### config.mk
export PLATFORM = sky130hd
export DESIGN_NAME = pfi_mac
export DESIGN_NICKNAME = d
export VERILOG_FILES = /design/src/pfi_pkg.sv /design/src/pfi_mac.sv
export SDC_FILE = /design/constraint.sdc
export NUM_CORES = 2
export LEC_CHECK = 0
export BUFFER_PORTS_ARGS = -buffer_cell sky130_fd_sc_hd__buf_2
export CORE_ASPECT_RATIO = 1.5
export CORE_MARGIN = 4
export CORE_UTILIZATION = 45
export DETAILED_ROUTE_END_ITERATION = 6
export GPL_TIMING_DRIVEN = 0
export MAX_ROUTING_LAYER = met4
export PLACE_DENSITY_LB_ADDON = 0.12
export SYNTH_ARGS = -nofsm -noshare
export SYNTH_HDL_FRONTEND = slang
export SYNTH_SLANG_ARGS = --single-unit
### constraint.sdc
create_clock -name clk_i -period 17.45 [get_ports clk_i]
set_input_delay 3.49 -clock clk_i [delete_from_list [all_inputs] [get_ports clk_i]]
set_output_delay 3.49 -clock clk_i [all_outputs]
set_load 0.01 [all_outputs]
### src/pfi_pkg.sv
package pfi_pkg;

  localparam int SAMPLE_W   = 24;
  localparam int TAP_W      = 18;
  localparam int PROD_W     = SAMPLE_W + TAP_W;
  localparam int CH_IDX_W   = 3;
  localparam int PHASE_W    = 3;
  localparam int FRAC_SHIFT = 17;
  localparam int OUT_MAX    = 8388607;
  localparam int OUT_MIN    = -8388608;

  typedef enum logic [2:0] {
    ST_IDLE,
    ST_WRITE,
    ST_MAC,
    ST_DRAIN,
    ST_EMIT
  } pfi_state_e;

  typedef enum logic [0:0] {
    REG_FACTOR_SHIFT    = 1'b0,
    REG_ACTIVE_CHANNELS = 1'b1
  } pfi_reg_e;

  typedef struct packed {
    logic issue;
    logic clr;
  } mac_ctrl_t;

endpackage

### src/pfi_mac.sv
module pfi_mac #(
  parameter int TAPS_PER_PHASE = 16
) (
  input  logic                                  clk_i,
  input  logic                                  rst_ni,
  input  pfi_pkg::mac_ctrl_t                    ctrl_i,
  input  logic [1:0]                            shift_i,
  input  logic signed [pfi_pkg::SAMPLE_W-1:0]   sample_i,
  input  logic signed [pfi_pkg::TAP_W-1:0]      tap_i,
  output logic                                  busy_o,
  output logic signed [pfi_pkg::SAMPLE_W-1:0]   result_o
);
  import pfi_pkg::*;

  localparam int PL    = TAPS_PER_PHASE + 1;
  localparam int ACC_W = PROD_W + $clog2(PL);
  localparam int SC_W  = ACC_W + 3;

  logic                     v1_q;
  logic                     v2_q;
  logic signed [PROD_W-1:0] prod_q;
  logic signed [ACC_W-1:0]  acc_q;
  logic signed [SC_W-1:0]   scaled;
  logic signed [SC_W-1:0]   rounded;

  // Read data and tap arrive in the cycle after issue.
  always_ff @(posedge clk_i or negedge rst_ni) begin
    if (!rst_ni) begin
      v1_q <= 1'b0;
      v2_q <= 1'b0;
    end else begin
      v1_q <= ctrl_i.issue;
      v2_q <= v1_q;
    end
  end

  always_ff @(posedge clk_i) begin
    if (v1_q) begin
      prod_q <= sample_i * tap_i;
    end
    if (ctrl_i.clr) begin
      acc_q <= '0;
    end else if (v2_q) begin
      acc_q <= acc_q + ACC_W'(prod_q);
    end
  end

  assign busy_o = v1_q | v2_q;

  // Scale by the factor, round half up to Q1.23, saturate.
  always_comb begin
    scaled  = SC_W'(acc_q) <<< shift_i;
    rounded = (scaled + (SC_W'(1) <<< (FRAC_SHIFT - 1))) >>> FRAC_SHIFT;
    if (rounded > SC_W'(OUT_MAX)) begin
      result_o = SAMPLE_W'(OUT_MAX);
    end else if (rounded < SC_W'(OUT_MIN)) begin
      result_o = SAMPLE_W'(OUT_MIN);
    end else begin
      result_o = rounded[SAMPLE_W-1:0];
    end
  end

endmodule

### Word level (Yosys, flattened, before mapping)

Cells that the tools add are included.

| storage, ports and cells | value |
|---|---|
| flip-flop bits (word level) | 91 |
| input bits | 48 |
| output and inout port bits | 25 |
| logic and storage cells | 13 |

| cells by class | value |
|---|---|
| magnitude comparators | 2 |
| bitwise logic cells | 1 |
| $add $sub $neg | 2 |
| mux-type cells | 2 |
| shift operators | 1 |
| multiply operators | 1 |

Operators by type and width:

| operator | count |
|---|---|
| adder 50 x 18 -> 50 bit, second input constant | 1 |
| <<< shifter 47 x 2 -> 50 bit | 1 |
| 2-to-1 mux 24 bit | 2 |
| adder 47 x 42 -> 47 bit | 1 |
| multiplier 24 x 18 -> 42 bit | 1 |
| > comparator 33 x 24 -> 1 bit, second input constant | 1 |
| < comparator 33 x 24 -> 1 bit, second input constant | 1 |
| OR 1 bit | 1 |

### Depth between registers and ports, before layout

| logic depth | value |
|---|---|
| depth after elaboration | 5 |
| mapped depth | 25 |
| gate-level depth less buffers | 24 |

### Worst setup path before layout

OpenSTA, ideal clock, no wires.

| timing path | value |
|---|---|
| path kind | input port to output port |
| start point | input port shift_i[1] |
| end point | output port result_o[15] in the netlist's numbering |
| cell stages on the path | 16 |
| path buffers | 5 |
| data required time | 13960 ps |
| arrival time | 6934 ps |
| path slack | 7026 ps |
| path through | buf_2 buf_2 buf_2 buf_1 mux2i_1 a21oi_1 ha_1 nand3_1 nor3_1 o2111ai_1 nor3_4 a31oi_1 or3_4 o31ai_4 buf_6 o21ai_1 |

| on the way | value |
|---|---|
| cells in the longest elaborated chain, start to end | 5 |
| elaborated cells on any way between the ends | 6 |
| classes of those cells | 1 x add/sub; 2 x order compare; 1 x shift; 2 x mux |

RTL lines:

| what | RTL line | source |
|---|---|---|
| from (decl) | pfi_mac.sv:7 | `input logic [1:0] shift_i,` |
| <<< shifter 47 x 2 -> 50 bit * | pfi_mac.sv:52 | `scaled = SC_W'(acc_q) <<< shift_i;` |
| adder 50 x 18 -> 50 bit * | pfi_mac.sv:53 | `rounded = (scaled + (SC_W'(1) <<< (FRAC_SHIFT - 1))) >>> FRAC_SHIFT;` |
| < comparator 33 x 24 -> 1 bit | pfi_mac.sv:56 | `end else if (rounded < SC_W'(OUT_MIN)) begin` |
| 2-to-1 mux 24 bit | pfi_mac.sv:56 |  |
| 2-to-1 mux 24 bit * | pfi_mac.sv:54 | `if (rounded > SC_W'(OUT_MAX)) begin` |
| to (decl) | pfi_mac.sv:11 | `output logic signed [pfi_pkg::SAMPLE_W-1:0] result_o` |

Every way passes the cells marked *; elsewhere a longest branch is shown, timed or not.

### Worst setup path in the final report

| timing path | value |
|---|---|
| start point | input port shift_i[1] |
| end point | output port result_o[10] in the netlist's numbering |

Same word-level chain as after synthesis.

==> summary.md <==
| Metric | Value |
|---|---|
| Outcome | `completed` |
| Max-slew violation count | `0` |
| Die area | `0.0545 mm2` |
| Peak Freq | `0.0857 GHz` |
| Area of the mapped netlist | `0.0228 mm2` |
| Vias in the first global route | `19400` |
| Crit path top cell by count | `buf_2` |
| Clk root buf | `clkbuf_16` |
| ANT cells | `0` |
| CP cell instances | `buf_2 -> buf_2 -> buf_2 -> buf_1 -> mux2i_1 -> a21oi_1 -> ha_1 -> nand3_1 -> nor3_1 -> o2111ai_1 -> nor3_4 -> xnor2_1 -> a41oi_1 -> clkbuf_1 -> o21ai_1 -> buf_2` |
| Reg-to-Reg End | `acc_q[35]` |
| Routed length on met2 | `35600 um` |
| Placer Congestion | `0.978` |
| Max Used Layer | `met4` |
| Post-DRT Antenna Nets | `0` |
| Bufs on Longest Clock Path | `2` |
| Synth async-reset ratio | `2.20%` |
| Largest net degree at the start of global routing | `44` |
| Layout Skew | `9.50 ps` |
| Register area share after synthesis | `9.87%` |
| Ys Warns | `0` |
| Worst Path Buf+Inv | `6` |
| Cts hold-fix bufs | `0` |
| CP Launch Type | `primary input` |
| Max-cap violation count | `0` |
| Hold Path Class | `reg -> reg` |
| Cell at the slowest stage of the critical path | `buf_1` |
| Syn Nets | `3221` |
| Postcts setup bufs | `0` |
| #FFs+latches synth | `91` |
| Register Area | `0.00225 mm2` |
| CP Max Fanout | `10` |
| CP top delay family | `buffers and inverters` |
| Met1 wire length | `25200 um` |
| Share of cells above drive strength 1 | `4.95%` |
| Fillcell total | `4911` |
| Final Setup Violations | `0` |
| Post-synth top area cell | `fa_1` |
| TritonCTS Buffers | `9` |
| # DRC | `0` |
| Total negative slack | `0 ps` |
| Worst setup path class | `in -> out` |
| Synthesis-to-layout area growth | `6.50%` |
| CTS tree | `done` |
| Slew margin rel. | `38.2%` |
| Iter 0 DRT Violations | `923` |
| Hold Crit Start | `v1_q` |
| RSZ-0062 raised after global routing | `no` |
| Mapped Avg Cell Area | `8.79 um2` |
| Number of synthesized flops with an enable pin | `42` |
| Cells after Synth | `2595` |
| Die H | `284 um` |
| H-tree depth | `3` |
| Drt via density | `5.36` |
| Reg clk slew, reported paths | `70 ps` |
| Worst EP arrival | `8170 ps` |
| R2r setup slk | `13560 ps` |
| Main flop type after synthesis | `dfxtp_1` |
| Final hold vios | `0` |
| Io pins | `73` |
| Final period util | `66.8%` |
| Vias | `17900` |
| Starting Density | `45.7%` |
| Worst Hold Depth | `0` |
| Minimum clock period | `11660 ps` |
| Total gr overflow | `0` |
| Top cell type's share of synthesized area | `37.4%` |
| Sink Count | `91` |
| Synth cell count leaders | `inv_1, fa_1, nand2_1` |
| Detailed Place HPWL | `57100 um` |
| Initial antenna violation count | `0` |
| Slowest Stage Delay on Critical Path | `610 ps` |
| Multi-input logic area | `0.0180 mm2` |
| Endpoint class of the critical path | `primary output` |
| Core ar. | `0.0499 mm2` |
| First-pass GRT wire length | `107000 um` |
| Synth area leaders | `fa_1, inv_1, ha_1, edfxtp_1, nand2_1` |
| Nets | `3290` |
| Number of I/O port buffers | `57` |
| R2r startpoint | `prod_q[6]` |
| Wire length on met3 | `2660 um` |
| DR WL/cell | `20.2 um` |
| Clock Latency Late Sink | `360 ps` |
| Post_cts resized | `0` |
| FF-to-FF path depth | `10` |
| DRT Wirelength | `67300 um` |
| Count leader, synth | `inv_1` |
| Required @ worst endpoint | `13960 ps` |
| Pre-Repair DR Iteration Count | `5` |
| Slew @ Worst Pin | `921 ps` |
| GR Util All Layers | `26.1%` |
| Row count | `100` |
| Worst Hold Endpoint | `v2_q` |
| Unique cell type count in the Yosys netlist | `83` |
| Die width | `192 um` |
[cell type report]
cell class	instances	area share, %
multi-input cells	1839	74.2
flip-flops and latches	91	9.27
inverters	551	8.51
well taps	663	3.41
plain buffers	114	1.89
repair buffers	58	1.26
clock buffers	9	0.927
clock inverters	7	0.505
[per-stage QoR]
stage                     utilization, %  cells  hold WS (ps)  cell area, um2  setup slack, ps
final                               48.7   3332           424           24300             5790
after global routing                48.7   3332           438           24300             5470
after CTS                           48.7   3332           427           24300             5720
after detailed placement            48.0   3316           411           24000             5710
after global placement              47.9   3315           467           23900             5830
after floorplan                        -   2595           450           22800             7030
[sequential cells by signal, summed over array words and instances, names as in the netlist]
name and cells:
prod_q 42, v2_q 1, acc_q 47, v1_q 1
[kinds of logic after synthesis]
family / synth area share [%]
simple gates: 15.9
buf+inv: 11.1
xor+xnor: 3.88
mux: 3.89
compound gates: 9.64
flops: 9.87
fa+ha+maj: 45.7
[worst max-delay path by stage]
| stage | start | end | slack [ps] | cells past startpoint |
|---|---|---|---|---|
| after global routing | shift_i[1] | result_o[6] | 5470 | 16 |
| final | shift_i[1] | result_o[10] | 5790 | 16 |
| after global placement | shift_i[1] | result_o[5] | 5830 | 16 |
| after CTS | shift_i[1] | result_o[10] | 5720 | 16 |
| after floorplan | shift_i[1] | result_o[15] | 7030 | 16 |
| after detailed placement | shift_i[1] | result_o[10] | 5710 | 16 |
[layout by cell type (no fill, tap or decap), drive strengths merged, types with 15 or more instances in the layout]
cell	n
xor2	28
and2	158
buf	72
o21ai	80
mux2	16
nand2	323
edfxtp	42
xnor2	73
a21o	43
fa	426
nor2	109
nor3	18
dfxtp	47
inv	551
nand2b	23
ha	152
mux2i	47
a21oi	83
clkbuf	109
nand3	37
a211oi	15
and3	16
o21a	17
[per-layer routing]
layer  up-vias  global-route usage (%)
li1       8239                       -
met1      8943                    28.9
met2       519                    47.0
met3       156                    2.63
met4         0                    11.5
met5         -                       -
Power is left out: the tool's default activity adds up to more than one toggle a clock period on the data nets, which glitch-free logic cannot reach.
